==> src/rtl/nctt_ram.sv <==
// ----------------------------------------------------------------------------
// nctt_ram
// Generic single-write, single-read RAM with registered read data.
// ----------------------------------------------------------------------------
module nctt_ram #(
  parameter int WIDTH  = 8,
  parameter int DEPTH  = 32,
  parameter int ADDR_W = (DEPTH > 1) ? $clog2(DEPTH) : 1
) (
  input  logic              clk_i,
  input  logic              we_i,
  input  logic [ADDR_W-1:0] waddr_i,
  input  logic [WIDTH-1:0]  wdata_i,
  input  logic              re_i,
  input  logic [ADDR_W-1:0] raddr_i,
  output logic [WIDTH-1:0]  rdata_o
);

  logic [WIDTH-1:0] mem_q [DEPTH];
  logic [WIDTH-1:0] rdata_q;

  always_ff @(posedge clk_i) begin
    if (we_i) begin
      mem_q[waddr_i] <= wdata_i;
    end
    if (re_i) begin
      rdata_q <= mem_q[raddr_i];
    end
  end

  assign rdata_o = rdata_q;

endmodule

==> config.mk <==
export PLATFORM = sky130hd
export DESIGN_NAME = nctt_ram
export DESIGN_NICKNAME = d
export VERILOG_FILES = /design/src/rtl/nctt_ram.sv
export SDC_FILE = /design/constraint.sdc
export NUM_CORES = 1
export LEC_CHECK = 0
export ABC_CLOCK_PERIOD_IN_PS = 2300
export BUFFER_PORTS_ARGS = -buffer_cell sky130_fd_sc_hd__buf_2
export CAP_MARGIN = 0
export CORE_UTILIZATION = 37
export CTS_CLUSTER_SIZE = 20
export DETAILED_ROUTE_END_ITERATION = 8
export GPL_TIMING_DRIVEN = 0
export PLACE_DENSITY = 0.52
export SYNTH_ARGS = -nofsm -noshare
export SYNTH_HDL_FRONTEND = slang
export SYNTH_SLANG_ARGS = --single-unit
export TNS_END_PERCENT = 5
==> constraint.sdc <==
create_clock -name clk_i -period 2.3 [get_ports clk_i]
set_clock_uncertainty 0.05 [all_clocks]
set_input_delay 0.46 -clock clk_i [delete_from_list [all_inputs] [get_ports clk_i]]
set_output_delay 0.46 -clock clk_i [all_outputs]
set_load 0.05 [all_outputs]
* After elaboration in Yosys (flattened, before gate mapping)
Memories as Yosys holds them, arrays and structs flattened. A register that Yosys moved wholly into a read port is not among the register bits.
Cells that the tools add are included.
** Word-level totals
- Flip-flop bits (word level) :: 0
- Memories :: 1
- Logic and storage cells :: 3
- Bits in writable memories :: 256
- Output and inout bits :: 8
** Memories
- mem_q :: depth 32, width 8, rd ports 1, clocked after Yosys merged registers in 1, write ports 1, RTL line 19 : logic [WIDTH-1:0] mem_q [DEPTH];
** Cells by class
- Multiplexer cells :: 2
** Operators with widths (number)
- $mux 1 :: 2

* Depth between registers and ports, before layout
Gate-level depths: netlist of run 1.
- Word-level depth :: 2
- Gate-level depth with buffers :: 5
- Mapped depth without buffers :: 3

* Worst setup path before layout of run 1
No wires, ideal clock.
- Path type :: input port to flip-flop
- Start point :: input port raddr_i[2]
- End point :: register rdata_q[0], in the netlist rdata_o[0], read port of mem_q (data pin)
- Buffers on the path :: 2
- Slack :: -0.152 ns
- Stages on the path :: 5
- Arrival time :: 2.142 ns
- Cells stage by stage :: clkbuf_1 -> clkbuf_1 -> mux4_2 -> mux4_2 -> mux2_2
** RTL lines
- from (decl) :: RTL line 15 : input logic [ADDR_W-1:0] raddr_i,
- to (decl) :: RTL line 20 : logic [WIDTH-1:0] rdata_q;

==> metrics.txt, run 1 <==
dominant cells by area after synthesis edfxtp_1 78%, mux4_2 18%, nor2_1 1.2%; final cell count without fillers approximately 830; share of layout cells above drive strength 1 0.338; max-cap violations 0; vias in the first global route approximately 4700; first-pass GRT wire length between 30 and 40 mm; area delta synth->final 14.5%; f_max about 460 MHz; Worst R2R End rdata_o[7]$_DFFE_PP_; sequential element share of the synthesized area 0.782; Syn. warnings 0; Startpoint Class input port; worst skew pair latency roughly 0.53 ns; CTS tree yes; fin util 0.432; WS Path Type in -> reg; Die X between 150 and 200 um; number of H-tree levels 1; final hold vios 0; worst stage delay on the critical path 0.50 ns; Worst-Margin Slew approximately 1.0 ns; initial drt markers 278; clk slew on worst S/H paths 0.06 ns; CTS sink cnt between 200 and 300; mux contribution to synthesized area 0.187; syn avg cell area around 24 um2; std cell rows 60; status complete, no violations; slowest CP cell mux4_2; syn nets between 400 and 500; Via Count 4373; Synth Register Bits 264; Hold Startpoint re_i; Vias/cell approximately 5.3; Reg2Reg Setup Slack approximately 0.26 ns; adder-cell area share of the yosys netlist 0; Post-DP Area roughly 11000 um2; Slew HR 0.320; WP data arrival around 2.4 ns; PnR worst setup slack approximately 0.15 ns; Post-Place Cells approximately 780; RePlAce Congestion roughly 0.75; xor/xnor share of the synthesized area 0; Pleak 0.00358 uW; Post-DP HPWL roughly 14 mm; height of the chip roughly 170 um; global route overflow 0; crit-path cells clkbuf_2, clkbuf_2, mux4_2, mux4_2, mux2_2; hold path cells 1; core area around 27000 um2; Critical Path Sink rdata_o[5]$_DFFE_PP_; Crit. Startpoint raddr_i[2]; Place WS -0.646 ns; largest family of logic cells by synthesized area multiplexers; initial antenna violation count 0; final worst-path cycle share 0.935; die area between 20000 and 30000 um2; drt pass-1 iters 4; Hold Path Class in -> reg; PortBufs 23; Final Cell Area roughly 12000 um2; Final Max Tran Viols 0; synthesized instance count about 420; total CTS buffers 28; crit path max fanout 10; Fill cells roughly 2300; crit end category register; residual DRC count 0; Max IR drop VDD about 650 uV; GRT Util Overall 0.157; Synth Area in Compound Gates 0; PD cells roughly 890 nW/um2; clk buf depth 3; Yosys top cell by area edfxtp_1; Nets between 400 and 500; Netlist cell types 14; pin count of the biggest net entering global routing 33; worst r2r path cells 3; DRT Wirelength 21.2 mm; Clock Root Buffer clkbuf_16; post-layout min period 2.15 ns; Final ANT Viol Nets 0; WP data required between 2 and 3 ns; Setup violations, final 0; I/O pins 29; Synth Cell Area approximately 10000 um2; Avg WL per Cell between 20 and 30 um; fraction of the mapped netlist area in simple logic gates 0.0205; Post-CTS Hold Buffers 0; Ant. Diodes 0; RSZ-0062 raised after global routing false; top cell type's share of synthesized area 0.782; Initial Util 0.377; reg2reg start mem_q[31][7]$_DFFE_PP_
report_power, final:
| group | internal [uW] | switching, uW |
|---|---|---|
| combinational | 221 | 344 |
| sequential | 5370 | 13.7 |
| clock | 2630 | 1720 |
| total | 8220 | 2080 |
how the worst min path moves through the flow:
stage | endpoint | slack, ns
4_1_cts | rdata_o[4]$_DFFE_PP_ | 0.21
2_1_floorplan | mem_q[0][0]$_DFFE_PP_ | 0.51
5_1_grt | rdata_o[4]$_DFFE_PP_ | 0.22
3_5_place_dp | rdata_o[7]$_DFFE_PP_ | 0.77
3_3_place_gp | rdata_o[1]$_DFFE_PP_ | 0.74
6_report | rdata_o[4]$_DFFE_PP_ | 0.24
metrics by stage:
step | TNS, ns | total power (uW) | hold WS, ns
2_1_floorplan | 0 | 5830 | 0.509
3_3_place_gp | -14.90 | 6050 | 0.736
3_5_place_dp | -15.00 | 6070 | 0.769
4_1_cts | 0 | 10400 | 0.211
5_1_grt | 0 | 10600 | 0.217
6_report | 0 | 10300 | 0.236
cells in the final DEF (no fill, tap or decap), types with 5 or more instances in the layout:
master / count
buf_2: 28
buf_6: 7
clkbuf_1: 10
clkbuf_16: 29
clkinv_1: 7
edfxtp_1: 264
mux2_2: 8
mux4_2: 80
nand3b_1: 5
nor2_1: 33
sequential cells by signal, indices dropped and copies added, names as in the netlist:
name,count
mem_q,256
rdata_o,8
logic make-up (layout without fill, tap and decap cells):
family        after synthesis  in the layout
flops                     264            264
mux                        88             88
buf+inv                    20             94
simple gates               45             45
final cells by class:
type                    instances  area, um2  area share
clock inverters                14        139      0.0120
repair buffers                 23        115     0.00992
clock buffers                  37        756      0.0651
multi-input cells             133       2100       0.181
well taps                     341        427      0.0368
flip-flops and latches        264       7930       0.683
plain buffers                  20        144      0.0124
repair_timing:
action,CTS,global route
endpoints found under the setup margin,8,0
resized for setup,1,0
setup buffers,0,0
synth_stat cells:
cell      instances
edfxtp_1        264
mux4_2           80
nor2_1           33
mux2_2            8
buf_1             6
buf_4             6
clkbuf_1          6
nand3b_1          5
or3b_2            3
nand3_1           2
buf_2             1
buf_6             1
nand2_1           1
or3_1             1
critical path: cells and delay by family:
kind | cells | cell delay [ns]
mux | 3 | 1.23
buf+inv | 2 | 0.66
routing by layer:
metal | GRT usage | routed length [um] | vias up
li1 | - | - | 1899
met1 | 0.228 | 9450 | 2345
met2 | 0.251 | 10200 | 102
met3 | 0.0255 | 1230 | 27
met4 | 0.0363 | 324 | 0
met5 | 0 | 0 | -
Note: power is estimated with default switching activity, not from simulation.
==> run 2, diff against run 1 <==
--- a/config.mk
+++ b/config.mk
@@ -5,14 +5,14 @@
 export SDC_FILE = /design/constraint.sdc
 export NUM_CORES = 1
 export LEC_CHECK = 0
-export ABC_CLOCK_PERIOD_IN_PS = 2300
+export ABC_CLOCK_PERIOD_IN_PS = 2750
 export BUFFER_PORTS_ARGS = -buffer_cell sky130_fd_sc_hd__buf_2
 export CAP_MARGIN = 0
 export CORE_UTILIZATION = 37
 export CTS_CLUSTER_SIZE = 20
 export DETAILED_ROUTE_END_ITERATION = 8
 export GPL_TIMING_DRIVEN = 0
-export PLACE_DENSITY = 0.52
+export PLACE_DENSITY = 0.5
 export SYNTH_ARGS = -nofsm -noshare
 export SYNTH_HDL_FRONTEND = slang
 export SYNTH_SLANG_ARGS = --single-unit
==> constraint.sdc (replaced) <==
create_clock -name clk_i -period 2.75 [get_ports clk_i]
set_clock_uncertainty 0.05 [all_clocks]
set_input_delay 0.55 -clock clk_i [delete_from_list [all_inputs] [get_ports clk_i]]
set_output_delay 0.55 -clock clk_i [all_outputs]
set_load 0.05 [all_outputs]
==> run 2 against run 1 <==
  * Clock power down 19%
  * Power decreased by 18%
  * Non-clock buffer count did not move
  * Via count decreased by 0.57%
  * Die area unchanged
  * Setup slack lost 0.0050 ns
  * Cell area fell by 0.85%
  * Highest routed layer unchanged
  * Critical endpoint is now rdata_o[0]$_DFFE_PP_
  * Cell count fell by 0.84%
  * Routed wire length increased by 0.62%
  * Utilization is 0.37 points lower
==> metrics.txt, run 2 (same netlist as run 1, synthesis figures left out) <==
Initial Util 0.377; Hold Startpoint re_i; Clock Root Buffer clkbuf_16; most used cell, CP mux4_2; Avg WL per Cell 25.9 um; Final Cell Area between 10000 and 15000 um2; final worst-path cycle share 0.948; WP data required 2.97 ns; Final Max Tran Viols 0; RSZ-0062 raised after global routing false; WP data arrival 2.82 ns; Min Hold Slack 0.312 ns; crit-path cells clkbuf_1, buf_1, mux4_2, mux4_2, mux2_2; reg2reg start mem_q[31][7]$_DFFE_PP_; Hold Path Class in -> reg; DRT Wirelength 21.4 mm; residual DRC count 0; GRT Util Overall 0.157; worst stage delay on the critical path approximately 0.61 ns; Nets between 400 and 500; Slew HR 0.379; crit path max fanout 10; Via Count around 4300; Max IR drop VDD about 350 uV; initial antenna violation count 0; instance count on the critical path 5; Setup violations, final 0; CTS tree yes; worst skew pair latency between 0.5 and 0.6 ns; Post-DP HPWL roughly 14 mm; CTS sink cnt between 200 and 300; status complete, no violations; WS Path Type in -> reg; clk buf depth 3; Final ANT Viol Nets 0; height of the chip 167 um; crit end category register; multi-input combinational cell area around 2100 um2; drt pass-1 iters 4; Fill cells around 2300; total CTS buffers 27; CP delay by family, top multiplexers; global route overflow 0; f_max between 300 and 400 MHz; post-layout min period 2.61 ns; Ant. Diodes 0; Vias/cell approximately 5.3; Post-CTS Hold Buffers 0; Startpoint Class input port; die area 28100 um2; Post-DP Area approximately 11000 um2; std cell rows 60; max FFs per register 256; share of layout cells above drive strength 1 0.333; I/O pins 29; RePlAce Congestion 0.764; Die X between 150 and 200 um; PortBufs 23; Reg2Reg Setup Slack about 0.7 ns; Pleak approximately 0.0035 uW; most common cell after layout, fill and taps aside edfxtp_1; register area 7930 um2; Worst-Margin Slew about 0.93 ns; worst r2r path cells 3; slowest CP cell buf_1; final hold vios 0; first-pass GRT wire length ~31 mm; PD cells 737 nW/um2; max-cap violations 0; Crit. Startpoint raddr_i[2]; vias in the first global route around 4600; most frequent cells in the layout 264 x edfxtp_1, 80 x mux4_2, 33 x nor2_1, 27 x clkbuf_16, 26 x buf_2; Worst R2R End rdata_o[7]$_DFFE_PP_; initial drt markers 375; Largest Register mem_q; number of H-tree levels 1; core area between 20000 and 30000 um2; area delta synth->final 13.6%; pin count of the biggest net entering global routing 33; worst path bufs/invs 2; Critical Path Sink rdata_o[0]$_DFFE_PP_; clk slew on worst S/H paths 0.06 ns
-- run 2: worst min path at each step --
stage                             to  cells past startpoint
2_1_floorplan  mem_q[0][0]$_DFFE_PP_                      0
3_3_place_gp    rdata_o[1]$_DFFE_PP_                      1
3_5_place_dp    rdata_o[4]$_DFFE_PP_                      1
4_1_cts         rdata_o[1]$_DFFE_PP_                      1
5_1_grt         rdata_o[1]$_DFFE_PP_                      1
6_report        rdata_o[1]$_DFFE_PP_                      1
-- run 2: layout make-up --
cell class / instances / share of cell area
Sequential cell: 264 / 0.689
Timing Repair Buffer: 23 / 0.0100
Multi-Input combinational cell: 133 / 0.182
Clock inverter: 13 / 0.0119
Tap cell: 341 / 0.0371
Clock buffer: 31 / 0.0600
Buffer: 20 / 0.00978
-- run 2: repair_timing --
| action | CTS | global route |
|---|---|---|
| gates resized for setup | 3 | 4 |
| buffers inserted | 0 | 0 |
| setup endpoints to repair | 5 | 3 |
-- run 2: routing by layer --
metal | vias up | track usage | wire length [um]
met3 | 37 | 0.0208 | 893
li1 | 1885 | - | -
met5 | - | 0 | 0
met2 | 84 | 0.248 | 10100
met1 | 2342 | 0.233 | 10000
met4 | 0 | 0.0383 | 378
-- run 2: where the power goes --
group          switching [uW]  internal, uW  leakage (uW)  total, uW
logic                     287           180      0.000751        467
clock network            1450          2060      0.000406       3510
registers                11.2          4490       0.00238       4500
-- run 2: through the flow --
stage	worst slack [ns]	setup TNS [ns]	std cells	util	power, uW
2_1_floorplan	0.208	0	417	-	4870
3_3_place_gp	-0.598	-4.51	781	0.397	5050
3_5_place_dp	-0.583	-4.45	781	0.397	5070
4_1_cts	0.0243	0	825	0.428	8570
5_1_grt	0.0781	0	825	0.428	8730
6_report	0.144	0	825	0.428	8480
==> run 3, diff against run 2 <==
--- a/config.mk
+++ b/config.mk
@@ -5,12 +5,14 @@
 export SDC_FILE = /design/constraint.sdc
 export NUM_CORES = 1
 export LEC_CHECK = 0
+export ABC_AREA = 1
 export ABC_CLOCK_PERIOD_IN_PS = 2750
 export BUFFER_PORTS_ARGS = -buffer_cell sky130_fd_sc_hd__buf_2
 export CAP_MARGIN = 0
 export CORE_UTILIZATION = 37
 export CTS_CLUSTER_SIZE = 20
 export DETAILED_ROUTE_END_ITERATION = 8
+export GPL_ROUTABILITY_DRIVEN = 0
 export GPL_TIMING_DRIVEN = 0
 export PLACE_DENSITY = 0.5
 export SYNTH_ARGS = -nofsm -noshare
==> run 3 against run 2 <==
  * Clock power barely moved
  * Power rose by 2.3%
  * Fmax rose by 31%
  * Cell count rose by 67%
  * Synthesized cell count rose by 120%
  * Non-clock buffer count rose by 34
  * Register-to-register slack improved by 0.59 ns
  * Area after synthesis rose by 7.2%
  * Die area rose by 7.2%
  * Utilization barely moved
  * Largest cell class unchanged
==> metrics.txt, run 3 <==
initial drt markers 650; syn nets 943; Post-DP Area 11500 um2; Max IR drop VDD between 400 and 500 uV; most used cell, CP nand2_1; WP data arrival ~2.2 ns; core area 28800 um2; residual DRC count 0; Die X around 170 um; GR Util met3 0.0263; drt pass-1 iters 7; clk slew on worst S/H paths roughly 0.06 ns; worst skew pair latency about 0.55 ns; top cell type's share of synthesized area 0.730; Ant. Diodes 0; Nets 999; f_max about 500 MHz; post-layout min period between 1.5 and 2 ns; status complete, no violations; std cell rows 62; worst stage delay on the critical path ~0.56 ns; Via Count roughly 6800; synthesized instance count just over 900; Final Cell Area 12300 um2; most frequent cells in the layout 360 x nand2_1, 264 x edfxtp_1, 204 x nand3_1, 40 x buf_2, 32 x nor2_1; GRT Util Overall 0.197; max-cap violations 0; first-pass GRT wire length around 43 mm; worst r2r path cells 8; Final Max Tran Viols 0; Post-CTS Hold Buffers 0; Worst R2R End rdata_o[5]$_DFFE_PP_; DRT Wirelength 29.2 mm; vias in the first global route approximately 6700; fin util 0.428; PD cells 704 nW/um2; CTS sink cnt between 200 and 300; Hold Path Class in -> reg; GR peak layer met2; crit-path cells buf_2, inv_2, clkbuf_1, nand3_1, nand3_1, nand2_1, nand2_1, nand2_1, nand2_1, nand2_1; area delta synth->final 13.3%; Setup violations, final 0; I/O pins 29; Avg WL per Cell 21.1 um; clk buf depth 3; reg2reg start mem_q[5][5]$_DFFE_PP_; Hold Startpoint re_i; total CTS buffers 29; EDFF count, synth between 200 and 300; Final ANT Viol Nets 0; final worst-path cycle share 0.726; dominant cells by area after synthesis edfxtp_1 73%, nand2_1 12%, nand3_1 9.4%; Slew HR 0.316; most common cell in the netlist nand2_1; most common cell after layout, fill and taps aside nand2_1; crit path max fanout 10; Largest Register mem_q; slowest CP cell clkbuf_1; Synth Flop Type edfxtp_1; final hold vios 0; Post-DP HPWL roughly 19 mm; setup tns final 0 ns; syn avg cell area about 12 um2; most frequent cells after synthesis 360 x nand2_1, 264 x edfxtp_1, 204 x nand3_1; global route overflow 0; Startpoint Class input port; Synth Register Bits roughly 260; Netlist cell types 11; pin count of the biggest net entering global routing 33; Reg2Reg Setup Slack roughly 1.3 ns; asr flop ratio synth 0; Synth Cell Area 10900 um2; share of layout cells above drive strength 1 0.105; crit end category register; WP data required roughly 3 ns; Initial Util 0.378; number of H-tree levels 1; initial antenna violation count 0; post-cts resize count 0; Worst-Margin Slew around 1 ns; met1 Usage GRT 0.292; GRT met2 Usage 0.312; Clock Root Buffer clkbuf_16; die area between 30000 and 40000 um2; WS Path Type in -> reg; hold endpoint rdata_o[1]$_DFFE_PP_; height of the chip 173 um; hold path cells 1; Yosys top cell by area edfxtp_1; PortBufs 25; Syn. warnings 0; RSZ-0062 raised after global routing false; Pleak ~0.0045 uW; max FFs per register 256; Vias/cell ~5.0; sequential element share of the synthesized area 0.730; CTS tree yes; Post-CTS Setup Repair Bufs 0
[run 3: logic make-up after synthesis]
family	synth area share
simple gates	0.229
buf+inv	0.0411
flops	0.730
[run 3: through the flow]
step | hold WS (ns) | setup slack (ns) | power (uW) | instances
after floorplan | 0.599 | 1.12 | 4950 | 922
after global placement | 0.803 | 0.202 | 5210 | 1331
after detailed placement | 0.831 | 0.221 | 5220 | 1331
after CTS | 0.310 | 0.788 | 8720 | 1381
after global routing | 0.317 | 0.603 | 8940 | 1381
final | 0.333 | 0.754 | 8670 | 1381
[run 3: cell type report]
| type | count | area [um2] |
|---|---|---|
| Buffer | 52 | 409 |
| Clock buffer | 41 | 771 |
| Fill cell | 2680 | 16500 |
| Timing Repair Buffer | 25 | 125 |
| Tap cell | 384 | 480 |
| Sequential cell | 264 | 7930 |
| Multi-Input combinational cell | 596 | 2490 |
| Inverter | 10 | 37.5 |
| Clock inverter | 9 | 72.6 |
[run 3: worst max-delay path, delay by kind of cell]
kind                   cells  cell delay, ns
buffers and inverters      3            0.87
AND/OR/NAND/NOR            7            0.79
[run 3: power breakdown]
part	internal [uW]	leakage, uW	total (uW)	switching (uW)
clock	2030	0.000407	3540	1510
combinational	162	0.00173	629	467
sequential	4490	0.00239	4500	12.6
[run 3: routing by layer]
| layer | wire, um | up-vias |
|---|---|---|
| met5 | 0 | - |
| li1 | - | 3319 |
| met1 | 14000 | 3317 |
| met4 | 474 | 0 |
| met3 | 1410 | 29 |
| met2 | 13300 | 180 |
[run 3: worst max path at each step]
stage	startpoint	to	slack [ns]	cells past startpoint
global placement	raddr_i[1]	rdata_o[0]$_DFFE_PP_	0.20	10
detailed placement	raddr_i[1]	rdata_o[0]$_DFFE_PP_	0.22	10
floorplan	waddr_i[0]	mem_q[0][0]$_DFFE_PP_	1.12	3
CTS	raddr_i[1]	rdata_o[0]$_DFFE_PP_	0.79	10
global route	raddr_i[1]	rdata_o[7]$_DFFE_PP_	0.60	10
finish	raddr_i[1]	rdata_o[0]$_DFFE_PP_	0.75	10
