`src/rtl/nctt_pkg.sv`:
```
// ----------------------------------------------------------------------------
// nctt_pkg
// Shared types, codes and helpers of the nearest-center track table.
// ----------------------------------------------------------------------------
package nctt_pkg;

  localparam int BOX_W   = 48;
  localparam int IDENT_W = 16;
  localparam int CTR_W   = 14;  // doubled center: 2*edge + size
  localparam int D2_W    = 29;  // sum of two squared doubled offsets
  localparam int NUM_W   = 6;
  localparam logic [NUM_W-1:0] NUM_MAX = 6'd63;
  localparam logic [4:0] CREATE_LIMIT = 5'd30;

  typedef enum logic [1:0] {
    OP_FRAME_START = 2'd0,
    OP_DETECT      = 2'd1,
    OP_FRAME_END   = 2'd2,
    OP_LOOKUP      = 2'd3
  } op_e;

  typedef enum logic [2:0] {
    KIND_MATCHED       = 3'd0,
    KIND_PENDING       = 3'd1,
    KIND_CREATED       = 3'd2,
    KIND_TABLE_FULL    = 3'd3,
    KIND_OVERFLOW      = 3'd4,
    KIND_FRAME_STARTED = 3'd5,
    KIND_FRAME_DONE    = 3'd6,
    KIND_LOOKUP        = 3'd7
  } kind_e;

  typedef enum logic [1:0] {
    CFG_DISTANCE_LIMIT = 2'd0,
    CFG_MISSED_LIMIT   = 2'd1,
    CFG_TRACK_CAPACITY = 2'd2,
    CFG_UNUSED         = 2'd3
  } cfg_e;

  // per-cell commands; a removal sweep raises remove and rank_dec together
  typedef struct packed {
    logic age;
    logic match_upd;
    logic create;
    logic remove;
    logic rank_dec;
  } cell_ctl_t;

  // best candidate handed along the row
  typedef struct packed {
    logic               valid;
    logic [D2_W-1:0]    d2;
    logic [IDENT_W-1:0] ident;
    logic [BOX_W-1:0]   box;
  } chain_t;

  function automatic logic [CTR_W-1:0] centre2(input logic [11:0] pos,
                                               input logic [11:0] size);
    centre2 = {1'b0, pos, 1'b0} + {2'b00, size};
  endfunction

endpackage

```
`src/rtl/nctt_cell.sv`:
```
// ----------------------------------------------------------------------------
// nctt_cell
// One track slot: holds its state, squares its distance to the current
// detection and merges itself into the best candidate passed from its left.
// ----------------------------------------------------------------------------
module nctt_cell #(
  parameter int RANK_W   = 4,
  parameter int CELL_IDX = 0
) (
  input  logic                          clk_i,
  input  logic                          rst_ni,
  input  nctt_pkg::cell_ctl_t           ctl_i,
  input  logic [7:0]                    missed_limit_i,
  input  logic [nctt_pkg::CTR_W-1:0]    det_cx_i,
  input  logic [nctt_pkg::CTR_W-1:0]    det_cy_i,
  input  logic [nctt_pkg::D2_W-1:0]     limit2_i,
  input  logic                          lookup_i,
  input  logic [nctt_pkg::IDENT_W-1:0]  query_i,
  input  logic [nctt_pkg::BOX_W-1:0]    wr_box_i,
  input  logic [nctt_pkg::IDENT_W-1:0]  wr_ident_i,
  input  logic [RANK_W-1:0]             wr_rank_i,
  input  logic [RANK_W-1:0]             dec_rank_i,
  input  nctt_pkg::chain_t              chain_i,
  input  logic [RANK_W-1:0]             chain_rank_i,
  input  logic [RANK_W-1:0]             chain_idx_i,
  output nctt_pkg::chain_t              chain_o,
  output logic [RANK_W-1:0]             chain_rank_o,
  output logic [RANK_W-1:0]             chain_idx_o,
  output logic                          used_o,
  output logic                          active_o,
  output logic [RANK_W-1:0]             rank_o,
  output logic                          expire_o
);
  import nctt_pkg::*;

  logic                 used_q, active_q;
  logic [IDENT_W-1:0]   ident_q;
  logic [BOX_W-1:0]     box_q;
  logic [7:0]           missed_q;
  logic [RANK_W-1:0]    rank_q;
  logic [D2_W-1:0]      d2_q;
  chain_t               chain_q;
  logic [RANK_W-1:0]    chain_rank_q, chain_idx_q;

  logic [8:0]           missed_inc;
  logic signed [14:0]   dx, dy;
  logic signed [29:0]   sqx, sqy;
  logic [D2_W-1:0]      d2_d;
  logic [D2_W-1:0]      key;
  logic                 elig, take;

  assign missed_inc = {1'b0, missed_q} + 9'd1;
  assign expire_o   = used_q && active_q && (missed_inc > {1'b0, missed_limit_i});

  // squared doubled center offset
  assign dx   = $signed({1'b0, det_cx_i}) - $signed({1'b0, centre2(box_q[11:0], box_q[35:24])});
  assign dy   = $signed({1'b0, det_cy_i}) - $signed({1'b0, centre2(box_q[23:12], box_q[47:36])});
  assign sqx  = dx * dx;
  assign sqy  = dy * dy;
  assign d2_d = {1'b0, sqx[D2_W-2:0]} + {1'b0, sqy[D2_W-2:0]};

  // merge own entry with the candidate from the left; ties go to lower rank
  assign elig = used_q && active_q &&
                (lookup_i ? (ident_q == query_i) : (d2_q < limit2_i));
  assign key  = lookup_i ? '0 : d2_q;
  assign take = elig && (!chain_i.valid || (key < chain_i.d2) ||
                         ((key == chain_i.d2) && (rank_q < chain_rank_i)));

  always_ff @(posedge clk_i) begin
    d2_q <= d2_d;
    if (take) begin
      chain_q      <= '{valid: 1'b1, d2: key, ident: ident_q, box: box_q};
      chain_rank_q <= rank_q;
      chain_idx_q  <= RANK_W'(CELL_IDX);
    end else begin
      chain_q      <= chain_i;
      chain_rank_q <= chain_rank_i;
      chain_idx_q  <= chain_idx_i;
    end
  end

  always_ff @(posedge clk_i or negedge rst_ni) begin
    if (!rst_ni) begin
      used_q   <= 1'b0;
      active_q <= 1'b0;
    end else begin
      if (ctl_i.age && used_q && active_q && expire_o) begin
        active_q <= 1'b0;
      end
      if (ctl_i.match_upd || ctl_i.create) begin
        active_q <= 1'b1;
      end
      if (ctl_i.create) begin
        used_q <= 1'b1;
      end
      if (ctl_i.remove) begin
        used_q <= 1'b0;
      end
    end
  end

  always_ff @(posedge clk_i) begin
    if (ctl_i.age && used_q && active_q) begin
      missed_q <= missed_inc[8] ? 8'hFF : missed_inc[7:0];
    end
    if (ctl_i.match_upd || ctl_i.create) begin
      box_q    <= wr_box_i;
      missed_q <= '0;
    end
    if (ctl_i.create) begin
      ident_q <= wr_ident_i;
      rank_q  <= wr_rank_i;
    end
    if (ctl_i.rank_dec && used_q && (rank_q > dec_rank_i)) begin
      rank_q <= rank_q - RANK_W'(1);
    end
  end

  assign chain_o      = chain_q;
  assign chain_rank_o = chain_rank_q;
  assign chain_idx_o  = chain_idx_q;
  assign used_o       = used_q;
  assign active_o     = active_q;
  assign rank_o       = rank_q;

endmodule

```
`config.mk`:
```
export PLATFORM = sky130hd
export DESIGN_NAME = nctt_cell
export DESIGN_NICKNAME = d
export VERILOG_FILES = /design/src/rtl/nctt_pkg.sv /design/src/rtl/nctt_cell.sv
export SDC_FILE = /design/constraint.sdc
export NUM_CORES = 1
export LEC_CHECK = 0
export ABC_AREA = 1
export BUFFER_PORTS_ARGS = -buffer_cell sky130_fd_sc_hd__buf_4
export CELL_PAD_IN_SITES_DETAIL_PLACEMENT = 2
export CELL_PAD_IN_SITES_GLOBAL_PLACEMENT = 2
export CORE_UTILIZATION = 36
export DETAILED_ROUTE_END_ITERATION = 10
export PLACE_DENSITY_LB_ADDON = 0.1
export SLEW_MARGIN = 5
export SYNTH_ARGS = -nofsm -noshare
export SYNTH_HDL_FRONTEND = slang
export SYNTH_SLANG_ARGS = --single-unit
```
`constraint.sdc`:
```
create_clock -name clk_i -period 9.2 [get_ports clk_i]
set_input_delay 0.92 -clock clk_i [delete_from_list [all_inputs] [get_ports clk_i]]
set_output_delay 0.92 -clock clk_i [all_outputs]
set_load 0.01 [all_outputs]
```
* Word-level counts from Yosys, hierarchy flattened
Index checks and enable logic that the tools add are counted.
** Storage, ports and cells
- Latch bits :: 0
- Register bits after elaboration :: 209
- Memories kept :: 0
- Bits of input ports :: 263
- Logic and storage cells :: 57
- Output and inout port bits :: 109
- Bits in writable memories :: 0
- ROM bits :: 0
** Cells by class
- Multiply operators :: 2
- Shift operators :: 0
- Divide/modulo/power cells :: 0
- Bitwise operators :: 0
- Equal/unequal tests :: 2
- Order comparisons :: 5
- Reductions and logical operators :: 17
- Add/subtract/negate cells :: 7
- Mux-type cells :: 11
** Operators with widths (count)
- 93-bit 2-to-1 mux :: 1
- 29-bit less-than comparator :: 2
- 15-bit by 15-bit multiplier with 28-bit output :: 2
- 14-bit by 14-bit subtractor with 15-bit output :: 2
- 28-bit by 28-bit adder with 29-bit output :: 1
- 29-bit == test :: 1
- 29-bit 2-to-1 mux :: 1
- 13-bit by 12-bit adder with 14-bit output :: 2
- 16-bit == test :: 1
- 4-bit 2-to-1 mux :: 3
- 1-bit logical AND :: 10
- 8-bit by 1-bit adder with 9-bit output, second input constant :: 1
- 9-bit by 8-bit greater-than comparator with 1-bit output :: 1
- 8-bit 2-to-1 mux :: 1
- 2-bit nonzero test :: 3
- 1-bit 2-to-1 mux :: 5
- 4-bit greater-than comparator :: 1
- 4-bit less-than comparator :: 1
- 4-bit by 1-bit subtractor with 4-bit output, second input constant :: 1
- 1-bit logical OR :: 3
- 1-bit logical NOT :: 1

* Depth between registers and ports, before layout
Gate-level depths: netlist of the first run.
- Depth in word-level cells :: 6
- Mapped depth :: 47
- Mapped depth without buffers :: 47

* Worst setup path after synthesis of the first run
Ideal clock, no wire load.
- Path kind :: input -> register
- From :: input det_cx_i[9] (netlist name)
- To :: register d2_q[28]
- Path buffers :: 2
- Data required time :: 9142 ps
- Stages on the path :: 42
- Data arrival time :: 8761 ps
- Path slack :: 381 ps
- Cell sequence :: fa_1 -> ha_1 -> nand2_1 -> inv_1 -> nand2_1 -> nand3_1 -> nand2_1 -> nand2_1 -> nor2_2 -> inv_2 -> buf_2 -> buf_2 -> nor2_1 -> fa_1 -> fa_1 -> inv_1 -> fa_1 -> fa_1 -> [... 6 more ...] -> nand2_1 -> nor2_1 -> and3_1 -> nand4_1 -> nand3_1 -> nand3_1 -> nand3_1 -> xor2_1 -> ha_1 -> nand2_1 -> nor2_1 -> nand2_1 -> or2_2 -> nand3_1 -> nand2_1 -> nand2_1 -> nand2_1 -> nand2_1
** Between the ends
- Cells in the longest elaborated chain, start to end :: 3
** RTL lines
- start: declaration :: line nctt_cell.sv:14 : input logic [nctt_pkg::CTR_W-1:0] det_cx_i,
- 14-bit by 14-bit subtractor with 15-bit output :: line nctt_cell.sv:56 : assign dx = $signed({1'b0, det_cx_i}) - $signed({1'b0, centre2(box_q[11:0], box_q[35:24])});
- 15-bit by 15-bit multiplier with 28-bit output :: line nctt_cell.sv:58 : assign sqx = dx * dx;
- 28-bit by 28-bit adder with 29-bit output :: line nctt_cell.sv:60 : assign d2_d = {1'b0, sqx[D2_W-2:0]} + {1'b0, sqy[D2_W-2:0]};
- named net d2_d[28] :: line nctt_cell.sv:48 : logic [D2_W-1:0] d2_d;
- end signal: assignment :: line nctt_cell.sv:70 : d2_q <= d2_d;
- end: declaration :: line nctt_cell.sv:41 : logic [D2_W-1:0] d2_q;
The timed path passes the listed nets, and every way through them passes these cells.
A chain may end at the register's enable or synchronous reset.

* Worst setup path after layout of the first run
- From :: register box_q[32]
- To :: register d2_q[23]
** Between the ends
- Cells in the longest elaborated chain, start to end :: 4
** RTL lines
- start: declaration :: line nctt_cell.sv:38 : logic [BOX_W-1:0] box_q;
- start signal: assignment :: line nctt_cell.sv:107 : box_q <= wr_box_i;
- 13-bit by 12-bit adder with 14-bit output :: line nctt_pkg.sv:59 : centre2 = {1'b0, pos, 1'b0} + {2'b00, size};
- 14-bit by 14-bit subtractor with 15-bit output :: line nctt_cell.sv:56
- 15-bit by 15-bit multiplier with 28-bit output :: line nctt_cell.sv:58
- 28-bit by 28-bit adder with 29-bit output :: line nctt_cell.sv:60
- named net d2_d[23] :: line nctt_cell.sv:48
The timed path passes the listed nets, and every way through them passes these cells.

==> run_summary.xml, run 1 <==
<?xml version="1.0" encoding="UTF-8"?>
<metrics>
  <group name="layout">
    <metric name="fin_nets" unit="">4949</metric>
    <metric name="area_growth" unit="%">27.07</metric>
    <metric name="count_of_fill_cells_added_during_filler_insertion" unit="">8566</metric>
    <metric name="final_cell_count_no_fill" unit="">5004</metric>
    <metric name="post_route_cells_drive_above_1_share" unit="%">21.65</metric>
  </group>
  <group name="setup_path">
    <metric name="crit_path_start_kind" unit="">flop</metric>
    <metric name="depth_of_the_worst_register_to_register_path" unit="">37</metric>
    <metric name="crit_top_cell" unit="">fa_1</metric>
    <metric name="slowest_delay" unit="ns">0.60</metric>
    <metric name="critical_path.reg2reg.startpoint" unit="">box_q[32]</metric>
    <metric name="startpoint" unit="">box_q[32]</metric>
    <metric name="rrSetupSlack" unit="ns">0.28</metric>
    <metric name="worst_path_max_delay_cell" unit="">fa_1</metric>
    <metric name="critical_path_peak_fanout" unit="">4</metric>
    <metric name="worstPathArrival" unit="ns">9.36</metric>
    <metric name="worstSetupPathType" unit="">flop to flop</metric>
    <metric name="endpoint_kind" unit="">flop</metric>
    <metric name="cp_data_required_time" unit="ns">9.65</metric>
  </group>
  <group name="timing">
    <metric name="max_freq" unit="MHz">112.2</metric>
    <metric name="worst_clock_skew" unit="ns">0.02495</metric>
    <metric name="timing.final.crit_period" unit="ns">8.916</metric>
    <metric name="slew_viol_final" unit="">0</metric>
    <metric name="timing.slew.headroom" unit="%">20.18</metric>
    <metric name="finalHoldViolations" unit="">0</metric>
    <metric name="worst_slew_pin_slew" unit="ns">1.197</metric>
    <metric name="setup-violations-final" unit="">0</metric>
    <metric name="timing.final.crit_share" unit="%">96.91</metric>
  </group>
  <group name="clocking">
    <metric name="ctsHoldBuffers" unit="">0</metric>
    <metric name="cts_inserted_buffers" unit="">25</metric>
    <metric name="clock_pin_slew_on_the_worst_setup_and_hold_paths" unit="ns">0.06</metric>
    <metric name="clock_path_buffers" unit="">3</metric>
    <metric name="clk_root_buffer_cell" unit="">clkbuf_16</metric>
    <metric name="clkLatencyLatePin" unit="ns">0.56</metric>
    <metric name="tritoncts" unit="">yes</metric>
    <metric name="deepest_level_of_the_cts_h_tree" unit="">1</metric>
    <metric name="clock_sink_count" unit="">209</metric>
  </group>
  <group name="placement">
    <metric name="portBuffers" unit="">371</metric>
    <metric name="detail_placement_hpwl" unit="um">93550</metric>
    <metric name="finalWeightedCongestion" unit="">0.9120</metric>
    <metric name="place_inst" unit="">4935</metric>
  </group>
  <group name="drt">
    <metric name="detail_route.drc_violations" unit="">0</metric>
    <metric name="viasPerCell" unit="">4.969</metric>
    <metric name="vias" unit="">24860</metric>
    <metric name="ant_nets" unit="">0</metric>
    <metric name="wirelength" unit="um">108300</metric>
    <metric name="initialDrtViolationCount" unit="">893</metric>
    <metric name="wire_per_inst" unit="um">21.64</metric>
    <metric name="dr.pass1.iters" unit="">5</metric>
  </group>
  <group name="yosys">
    <metric name="post_synth.cell_area_avg" unit="um2">8.133</metric>
    <metric name="ys.flop_type" unit="">dfxtp_1</metric>
    <metric name="number_of_enable_type_register_cells_in_the_synthesized_netlist" unit="">68</metric>
    <metric name="yosysTopAreaCellShare" unit="%">28.59</metric>
    <metric name="synth_cell_type_count" unit="">53</metric>
    <metric name="netlist_top_cells_count" unit="">824 x inv_1, 666 x nand2_1, 393 x fa_1</metric>
    <metric name="post-synth-top-count-cell" unit="">inv_1</metric>
    <metric name="synth-seq-cells" unit="">209</metric>
    <metric name="nets_in_the_synthesized_netlist" unit="">4328</metric>
    <metric name="synthesized_cell_area" unit="mm2">0.02752</metric>
    <metric name="post_synth_main_area_contributors" unit="">fa_1 29%, ha_1 13%, inv_1 11%, dfxtp_1 10%, nand2_1 9.1%</metric>
    <metric name="ys_warn_count" unit="">0</metric>
    <metric name="asyncSetResetFlopFracSynth" unit="%">0.9569</metric>
    <metric name="synth_largest_area_cell" unit="">fa_1</metric>
    <metric name="synth.yosys.seq_area_share" unit="%">17.72</metric>
    <metric name="synth_cells" unit="">3383</metric>
  </group>
  <group name="worst_hold_path">
    <metric name="hold_removal_path_class" unit="">input port to async pin</metric>
  </group>
  <group name="floorplanning">
    <metric name="die-area" unit="mm2">0.07754</metric>
    <metric name="io_pins" unit="">372</metric>
    <metric name="std_cell_rows" unit="">101</metric>
    <metric name="dieHeight" unit="um">278.5</metric>
    <metric name="dieWidth" unit="um">278.5</metric>
    <metric name="initial_core_util" unit="%">36.29</metric>
    <metric name="core_area" unit="mm2">0.07582</metric>
  </group>
  <group name="global_route">
    <metric name="grt_pass1_vias" unit="">28850</metric>
    <metric name="maximum_number_of_pins_on_one_net_before_global_route_repair" unit="">98</metric>
    <metric name="antenna_violations_before_repair" unit="">6</metric>
    <metric name="wire_length_of_the_first_global_routing_pass" unit="um">166600</metric>
    <metric name="grt.total_usage" unit="%">27.75</metric>
    <metric name="grt-ovfl-total" unit="">0</metric>
  </group>
  <group name="run">
    <metric name="drv_cap" unit="">0</metric>
  </group>
  <group name="status">
    <metric name="status" unit="">finished, final reports clean</metric>
  </group>
</metrics>
==> cell usage in the layout, fill, tap and decap left out, drive strengths merged, types with 2 or more instances in the layout <==
cell,instances
a21oi,132
diode,3
buf,662
and3,3
dfrtp,2
clkbuf,32
a21o,13
a21boi,3
nand4,119
xor2,79
nand3b,4
nor3,15
nand3,90
nor2,305
a31oi,4
nor4,4
o31ai,2
xnor2,50
o221ai,2
or2,7
inv,839
a211oi,3
o21ai,52
ha,289
o21a,4
o21bai,11
dfxtp,139
clkinv,10
nand2,668
a221oi,6
fa,393
o211ai,5
a31o,3
edfxtp,68
==> per-layer routing <==
metal / track usage [%] / vias up / part of all wire, % / wire, um
li1: - / 11550 / - / -
met2: 51.59 / 404 / 52 / 56640
met1: 34.30 / 12780 / 42 / 45390
met5: 0 / - / 0.025 / 27
met4: 6.551 / 4 / 2.4 / 2640
met3: 2.619 / 119 / 3.3 / 3587
==> cells by family (layout without fill, tap and decap cells) <==
kind of cell / Yosys count / count (layout) / share of synthesized area, %
AND/OR/NAND/NOR: 1216 / 1216 / 18.52
flip-flops: 209 / 209 / 17.72
buffers and inverters: 905 / 1545 / 12.66
XOR/XNOR: 129 / 129 / 4.270
adder cells (fa/ha/maj): 682 / 682 / 41.74
AO/OA/AOI/OAI: 242 / 242 / 5.093
other: 0 / 3 / 0
==> critical path: cells and delay by family, from the launching register on <==
family | cells | cell delay (ns)
adder cells (fa/ha/maj) | 10 | 4.58
AND/OR/NAND/NOR | 12 | 1.68
AO/OA/AOI/OAI | 6 | 1.19
buffers and inverters | 7 | 0.56
flip-flops | 1 | 0.42
XOR/XNOR | 2 | 0.35
==> registers in the layout, summed over array words and instances (netlist names), 4 cells and up <==
register,cells
rank_o,4
missed_q,8
chain_idx_o,4
d2_q,29
chain_o,94
box_q,48
ident_q,16
chain_rank_o,4
==> repair_timing <==
action                                  4_1_cts  5_1_grt
resized for setup                            19      133
gates cloned                                  0        0
endpoints found under the setup margin        6       13
setup buffers                                 2       18
pin swaps                                     2       21
==> stage by stage <==
stage | TNS (ns) | instance area, um2 | util [%] | hold WS (ns) | setup slack, ns
6_report | 0 | 34960 | 46.11 | 0.1382 | 0.2841
5_1_grt | -0.3232 | 34960 | 46.10 | 0.1232 | -0.09269
4_1_cts | 0 | 34210 | 45.12 | 0.1183 | 0.01031
2_1_floorplan | 0 | 27520 | - | 0.4883 | 0.3812
3_5_place_dp | -5.759 | 33330 | 43.96 | 0.5194 | -0.7075
3_3_place_gp | -2.623 | 33330 | 43.96 | 0.5000 | -0.4715
==> path summary, 6_finish.rpt <==
check | to
setup / recovery | d2_q[23]
hold / removal | active_o
setup reg to reg | d2_q[23]
hold reg to reg | chain_o[63]
max in group asynchronous | used_o
min in group clk_i | used_o
==> cell type report <==
cell class | count | area (um2) | area share (%)
antenna | 3 | 7.507 | 0.02147
clock buffer | 32 | 681.9 | 1.950
clock inverter | 14 | 115.1 | 0.3292
inverter | 837 | 3158 | 9.033
multi-input combinational | 2269 | 19840 | 56.76
sequential | 209 | 4875 | 13.94
tap | 978 | 1224 | 3.500
timing repair buffer | 662 | 5057 | 14.47
Power of run 1 is left out: the tool's default activity adds up to more than one toggle a clock period on the data nets, which glitch-free logic cannot reach.
==> run 2, diff against run 1 <==
Settings changed: ABC_AREA 1 to default, CORE_UTILIZATION 36 to 38.
==> run_summary.xml, run 2 <==
<?xml version="1.0" encoding="UTF-8"?>
<metrics>
  <group name="placement">
    <metric name="finalWeightedCongestion" unit="">0.8706</metric>
    <metric name="portBuffers" unit="">371</metric>
    <metric name="detail_placement_hpwl" unit="um">80330</metric>
  </group>
  <group name="setup_path">
    <metric name="crit_path_start_kind" unit="">flop</metric>
    <metric name="slowest_delay" unit="ns">0.60</metric>
    <metric name="worstPathArrival" unit="ns">10.62</metric>
    <metric name="crit_top_cell" unit="">buf_4</metric>
    <metric name="worstSetupPathType" unit="">flop to flop</metric>
    <metric name="critical_path_peak_fanout" unit="">4</metric>
    <metric name="worst_path_max_delay_cell" unit="">fa_2</metric>
    <metric name="endpoint_kind" unit="">flop</metric>
    <metric name="cp_data_required_time" unit="ns">9.68</metric>
  </group>
  <group name="layout">
    <metric name="layout.cells.most_common" unit="">buf_4</metric>
    <metric name="multi_input_comb_area" unit="mm2">0.01930</metric>
    <metric name="fin_nets" unit="">4410</metric>
    <metric name="area_growth" unit="%">35.76</metric>
    <metric name="layout.area.seq" unit="mm2">0.004875</metric>
    <metric name="post_route_cells_drive_above_1_share" unit="%">34.23</metric>
    <metric name="largest_register_ff_count" unit="">94</metric>
    <metric name="count_of_fill_cells_added_during_filler_insertion" unit="">6985</metric>
    <metric name="utilization" unit="%">52.13</metric>
    <metric name="layout_common_cells" unit="">808 x buf_4, 620 x inv_1, 379 x fa_1</metric>
  </group>
  <group name="yosys">
    <metric name="synth_largest_area_cell" unit="">fa_1</metric>
    <metric name="netlist_top_cells_count" unit="">641 x inv_1, 393 x fa_1, 289 x ha_1</metric>
    <metric name="ys.flop_type" unit="">dfxtp_1</metric>
    <metric name="yosysTopAreaCellShare" unit="%">30.51</metric>
    <metric name="post-synth-top-count-cell" unit="">inv_1</metric>
    <metric name="synth.yosys.seq_area_share" unit="%">18.90</metric>
    <metric name="synth_cells" unit="">2642</metric>
    <metric name="asyncSetResetFlopFracSynth" unit="%">0.9569</metric>
    <metric name="post_synth.cell_area_avg" unit="um2">9.761</metric>
    <metric name="nets_in_the_synthesized_netlist" unit="">3587</metric>
    <metric name="post_synth_main_area_contributors" unit="">fa_1 31%, ha_1 14%, dfxtp_1 11%, inv_1 9.3%, edfxtp_1 7.9%</metric>
    <metric name="synthesized_cell_area" unit="mm2">0.02579</metric>
    <metric name="synth-seq-cells" unit="">209</metric>
    <metric name="synth_cell_type_count" unit="">66</metric>
    <metric name="ys_warn_count" unit="">0</metric>
    <metric name="number_of_enable_type_register_cells_in_the_synthesized_netlist" unit="">68</metric>
  </group>
  <group name="timing">
    <metric name="max_freq" unit="MHz">98.65</metric>
    <metric name="worst_clock_skew" unit="ns">0.04586</metric>
    <metric name="timing.slew.headroom" unit="%">30.32</metric>
    <metric name="finalHoldViolations" unit="">0</metric>
    <metric name="timing.final.crit_period" unit="ns">10.14</metric>
    <metric name="grt_setup_unrepaired" unit="">yes</metric>
    <metric name="slew_viol_final" unit="">0</metric>
    <metric name="setup-violations-final" unit="">14</metric>
    <metric name="timing.final.crit_share" unit="%">110.2</metric>
    <metric name="worst_slew_pin_slew" unit="ns">1.045</metric>
    <metric name="slack_of_the_critical_path" unit="ns">-0.9371</metric>
  </group>
  <group name="drt">
    <metric name="vias" unit="">22960</metric>
    <metric name="wire_per_inst" unit="um">27.40</metric>
    <metric name="ant_nets" unit="">0</metric>
    <metric name="initialDrtViolationCount" unit="">1060</metric>
    <metric name="dr.pass1.iters" unit="">5</metric>
    <metric name="wirelength" unit="um">119500</metric>
    <metric name="detail_route.drc_violations" unit="">0</metric>
    <metric name="viasPerCell" unit="">5.264</metric>
  </group>
  <group name="clocking">
    <metric name="deepest_level_of_the_cts_h_tree" unit="">1</metric>
    <metric name="clock_sink_count" unit="">209</metric>
    <metric name="tritoncts" unit="">yes</metric>
    <metric name="cts_inserted_buffers" unit="">26</metric>
    <metric name="clock_path_buffers" unit="">3</metric>
    <metric name="clkLatencyLatePin" unit="ns">0.61</metric>
    <metric name="clk_root_buffer_cell" unit="">clkbuf_16</metric>
    <metric name="ctsHoldBuffers" unit="">0</metric>
    <metric name="clock_pin_slew_on_the_worst_setup_and_hold_paths" unit="ns">0.07</metric>
  </group>
  <group name="run">
    <metric name="drv_cap" unit="">0</metric>
  </group>
  <group name="floorplanning">
    <metric name="dieHeight" unit="um">262.5</metric>
    <metric name="die-area" unit="mm2">0.06891</metric>
    <metric name="dieWidth" unit="um">262.5</metric>
    <metric name="std_cell_rows" unit="">95</metric>
    <metric name="initial_core_util" unit="%">38.40</metric>
    <metric name="core_area" unit="mm2">0.06716</metric>
    <metric name="io_pins" unit="">372</metric>
  </group>
  <group name="status">
    <metric name="status" unit="">finished, violations left</metric>
    <metric name="violations" unit="">negative setup slack</metric>
  </group>
  <group name="global_route">
    <metric name="grt_pass1_vias" unit="">27400</metric>
    <metric name="grt-ovfl-total" unit="">0</metric>
    <metric name="antenna_violations_before_repair" unit="">6</metric>
    <metric name="grt.total_usage" unit="%">30.98</metric>
    <metric name="wire_length_of_the_first_global_routing_pass" unit="um">163700</metric>
    <metric name="maximum_number_of_pins_on_one_net_before_global_route_repair" unit="">70</metric>
  </group>
  <group name="worst_hold_path">
    <metric name="hold_removal_path_class" unit="">input port to async pin</metric>
  </group>
</metrics>
[run 2: changes by cell type after synthesis, moves of 68 or more]
cell	delta
nand2_1	-523
nand3_1	-68
nor2_1	-123
inv_1	-183
mux2_2	+95
nand4_1	-99
[run 2: path summary, 6_finish.rpt]
path                            from          to  slack [ns]  cells after the start
max reg2reg                box_q[13]    d2_q[19]       -0.94                     42
min in group clk_i          ctl_i[1]      used_o        0.47                      2
max                        box_q[13]    d2_q[19]       -0.94                     42
max in group asynchronous     rst_ni    active_o        9.01                      1
min reg2reg                 box_q[4]  chain_o[4]        0.52                      1
min                           rst_ni      used_o        0.09                      1
[run 2: through the flow]
| stage | area, um2 | setup WS [ns] | hold slack (ns) | instances | setup TNS, ns |
|---|---|---|---|---|---|
| floorplan | 25950 | -0.07233 | 0.4750 | 2642 | -0.1308 |
| global placement | 32760 | -0.6423 | 0.4845 | 4259 | -4.815 |
| detailed placement | 32760 | -1.097 | 0.4922 | 4259 | -10.20 |
| CTS | 34210 | -0.006089 | 0.08660 | 4332 | -0.006089 |
| global route | 35010 | -1.118 | 0.08149 | 4361 | -11.39 |
| finish | 35010 | -0.9371 | 0.09054 | 4361 | -8.715 |
[run 2: timing repair]
item,4_1_cts,5_1_grt
resized for setup,102,138
setup buffers,25,28
pin swaps,65,80
endpoints found under the setup margin,10,14
cloned,0,0
[run 2: cell families after synthesis]
| group | synth area share, % |
|---|---|
| compound gates | 8.563 |
| xor+xnor | 5.133 |
| simple gates | 8.306 |
| flops | 18.90 |
| fa+ha+maj | 44.53 |
| buf+inv | 10.27 |
| mux | 4.303 |
[run 2: worst max-delay path: cells and delay by family, from the launching register on]
family	cells	cell delay, ns
AO/OA/AOI/OAI	11	2.40
XOR/XNOR	3	0.54
adder cells (fa/ha/maj)	10	4.54
buffers and inverters	14	1.72
flip-flops	1	0.42
AND/OR/NAND/NOR	4	0.39
[run 2: final cells by class]
class / instances / area share, %
sequential: 209 / 13.92
tap: 873 / 3.120
multi-input combinational: 1738 / 55.11
antenna: 3 / 0.02144
timing repair buffer: 832 / 18.23
clock buffer: 35 / 2.041
inverter: 658 / 7.076
clock inverter: 13 / 0.4753
[run 2: metal layers]
metal	part of all wire, %	GRT usage [%]	vias to the layer above
met5	0.034	0	-
met4	5.7	9.762	6
met3	4.2	3.814	397
met2	54	60.84	814
met1	36	34.08	11800
li1	-	-	9935
Power of run 2 is left out for the same reason.
==> run 3, diff against run 2 <==
Settings changed: HOLD_SLACK_MARGIN from default to 0.1, TNS_END_PERCENT from default to 50.
==> run_summary.xml, run 3 (synthesis gave the netlist of run 2 again) <==
<?xml version="1.0" encoding="UTF-8"?>
<metrics>
  <group name="status">
    <metric name="status" unit="">finished, violations left</metric>
    <metric name="violations" unit="">negative setup slack</metric>
  </group>
  <group name="run">
    <metric name="drv_cap" unit="">0</metric>
  </group>
  <group name="placement">
    <metric name="portBuffers" unit="">371</metric>
    <metric name="detail_placement_hpwl" unit="um">81380</metric>
    <metric name="place_inst" unit="">4252</metric>
    <metric name="dp_worst_setup_slack" unit="ns">-1.065</metric>
    <metric name="finalWeightedCongestion" unit="">0.8965</metric>
  </group>
  <group name="setup_path">
    <metric name="worstPathArrival" unit="ns">10.36</metric>
    <metric name="startpoint" unit="">box_q[41]</metric>
    <metric name="worst_path_max_delay_cell" unit="">fa_2</metric>
    <metric name="worstSetupPathType" unit="">flop to flop</metric>
    <metric name="rr_endpoint" unit="">d2_q[28]</metric>
    <metric name="cp-endpoint" unit="">d2_q[28]</metric>
    <metric name="crit_top_cell" unit="">fa_1</metric>
    <metric name="depth_of_the_worst_register_to_register_path" unit="">38</metric>
    <metric name="rrSetupSlack" unit="ns">-0.69</metric>
    <metric name="endpoint_kind" unit="">flop</metric>
    <metric name="critical_path_peak_fanout" unit="">6</metric>
    <metric name="crit_path_start_kind" unit="">flop</metric>
    <metric name="cp_data_required_time" unit="ns">9.67</metric>
    <metric name="critical_path.reg2reg.startpoint" unit="">box_q[41]</metric>
    <metric name="slowest_delay" unit="ns">0.63</metric>
  </group>
  <group name="layout">
    <metric name="final_cell_count_no_fill" unit="">4332</metric>
    <metric name="post_route_cells_drive_above_1_share" unit="%">32.53</metric>
    <metric name="multi_input_comb_area" unit="mm2">0.01907</metric>
    <metric name="layout_common_cells" unit="">795 x buf_4, 629 x inv_1, 385 x fa_1</metric>
    <metric name="area_growth" unit="%">33.67</metric>
    <metric name="largest_register_ff_count" unit="">94</metric>
    <metric name="fin_nets" unit="">4381</metric>
    <metric name="count_of_fill_cells_added_during_filler_insertion" unit="">7002</metric>
    <metric name="layout.area.seq" unit="mm2">0.004875</metric>
    <metric name="layout.cells.most_common" unit="">buf_4</metric>
  </group>
  <group name="drt">
    <metric name="wirelength" unit="um">106500</metric>
    <metric name="wire_per_inst" unit="um">24.59</metric>
    <metric name="initialDrtViolationCount" unit="">880</metric>
    <metric name="detail_route.drc_violations" unit="">0</metric>
    <metric name="ant_nets" unit="">0</metric>
    <metric name="dr.pass1.iters" unit="">7</metric>
    <metric name="viasPerCell" unit="">5.137</metric>
    <metric name="vias" unit="">22260</metric>
  </group>
  <group name="floorplanning">
    <metric name="core_area" unit="mm2">0.06716</metric>
    <metric name="die-area" unit="mm2">0.06891</metric>
    <metric name="initial_core_util" unit="%">38.40</metric>
    <metric name="dieHeight" unit="um">262.5</metric>
    <metric name="std_cell_rows" unit="">95</metric>
    <metric name="io_pins" unit="">372</metric>
    <metric name="dieWidth" unit="um">262.5</metric>
  </group>
  <group name="clocking">
    <metric name="deepest_level_of_the_cts_h_tree" unit="">1</metric>
    <metric name="clock_sink_count" unit="">209</metric>
    <metric name="clock_path_buffers" unit="">3</metric>
    <metric name="clkLatencyLatePin" unit="ns">0.57</metric>
    <metric name="tritoncts" unit="">yes</metric>
    <metric name="clock_pin_slew_on_the_worst_setup_and_hold_paths" unit="ns">0.07</metric>
    <metric name="clk_root_buffer_cell" unit="">clkbuf_16</metric>
    <metric name="cts_inserted_buffers" unit="">25</metric>
  </group>
  <group name="timing">
    <metric name="worst_clock_skew" unit="ns">0.01972</metric>
    <metric name="finalHoldViolations" unit="">0</metric>
    <metric name="max_freq" unit="MHz">101.1</metric>
    <metric name="setup-violations-final" unit="">12</metric>
    <metric name="worst_slew_pin_slew" unit="ns">0.9881</metric>
    <metric name="slew_viol_final" unit="">0</metric>
    <metric name="timing.final.crit_period" unit="ns">9.889</metric>
    <metric name="timing.slew.headroom" unit="%">34.13</metric>
    <metric name="slack_of_the_critical_path" unit="ns">-0.6888</metric>
    <metric name="grt_setup_unrepaired" unit="">yes</metric>
    <metric name="timing.final.crit_share" unit="%">107.5</metric>
  </group>
  <group name="global_route">
    <metric name="global_route.usage.met1" unit="%">31.39</metric>
    <metric name="wire_length_of_the_first_global_routing_pass" unit="um">149900</metric>
    <metric name="grt-ovfl-total" unit="">0</metric>
    <metric name="grt.total_usage" unit="%">28.14</metric>
    <metric name="groute.layer.met2.usage" unit="%">53.82</metric>
    <metric name="grt_util_met3" unit="%">3.420</metric>
    <metric name="maximum_number_of_pins_on_one_net_before_global_route_repair" unit="">70</metric>
    <metric name="grt_pass1_vias" unit="">26490</metric>
    <metric name="grt-busiest-layer" unit="">met2</metric>
    <metric name="antenna_violations_before_repair" unit="">6</metric>
  </group>
  <group name="worst_hold_path">
    <metric name="hold_removal_path_class" unit="">input port to flop</metric>
  </group>
</metrics>
run 3: how the worst min path moves through the flow:
| stage | start | to | slack (ns) | depth (start not counted) |
|---|---|---|---|---|
| after CTS | ctl_i[1] | used_o | 0.47 | 2 |
| after floorplan | box_q[18] | chain_o[18] | 0.47 | 1 |
| after global placement | box_q[9] | chain_o[9] | 0.49 | 1 |
| final | ctl_i[1] | used_o | 0.50 | 2 |
| after global routing | ctl_i[1] | used_o | 0.48 | 2 |
| after detailed placement | box_q[24] | chain_o[24] | 0.49 | 1 |
run 3: area by class of cell:
type / count / area share (%)
diodes: 4 / 0.02904
repair buffers: 804 / 17.63
flip-flops and latches: 209 / 14.14
multi-input cells: 1738 / 55.31
inverters: 658 / 7.183
clock inverters: 15 / 0.4174
clock buffers: 31 / 2.123
well taps: 873 / 3.169
run 3: worst max-delay path: cells and delay by family, from the launching register on:
kind / cells / cell delay (ns)
xor gates and xnor gates: 2 / 0.55
and+or+nand+nor: 7 / 1.23
AOI/OAI and AO/OA: 12 / 2.20
buffers and inverters: 7 / 0.87
DFF: 1 / 0.42
adders and majority gates: 10 / 4.52
run 3: what timing repair did:
action                     in CTS  in global routing
hold buffers                    1                  0
pin swaps                      49                 52
buffers inserted               12                 18
gates resized for setup        83                 95
setup endpoints to repair      10                 14
hold endpoints to repair        2                  0
run 3: stage by stage:
step | TNS, ns | hold WS (ns) | area [um2] | utilization (%)
2_1_floorplan | -0.1308 | 0.4750 | 25950 | -
3_3_place_gp | -4.756 | 0.4868 | 32680 | 48.66
3_5_place_dp | -10.03 | 0.4949 | 32680 | 48.66
4_1_cts | 0 | 0.4678 | 33960 | 50.57
5_1_grt | -8.798 | 0.4837 | 34470 | 51.33
6_report | -6.187 | 0.4955 | 34470 | 51.33
run 3: layer usage:
layer / up-vias / part of all wire [%]
li1: 9892 / -
met1: 11440 / 37
met2: 620 / 54
met3: 301 / 4.1
met4: 2 / 5.3
met5: - / 0.0066
Power of run 3 is left out for the same reason.
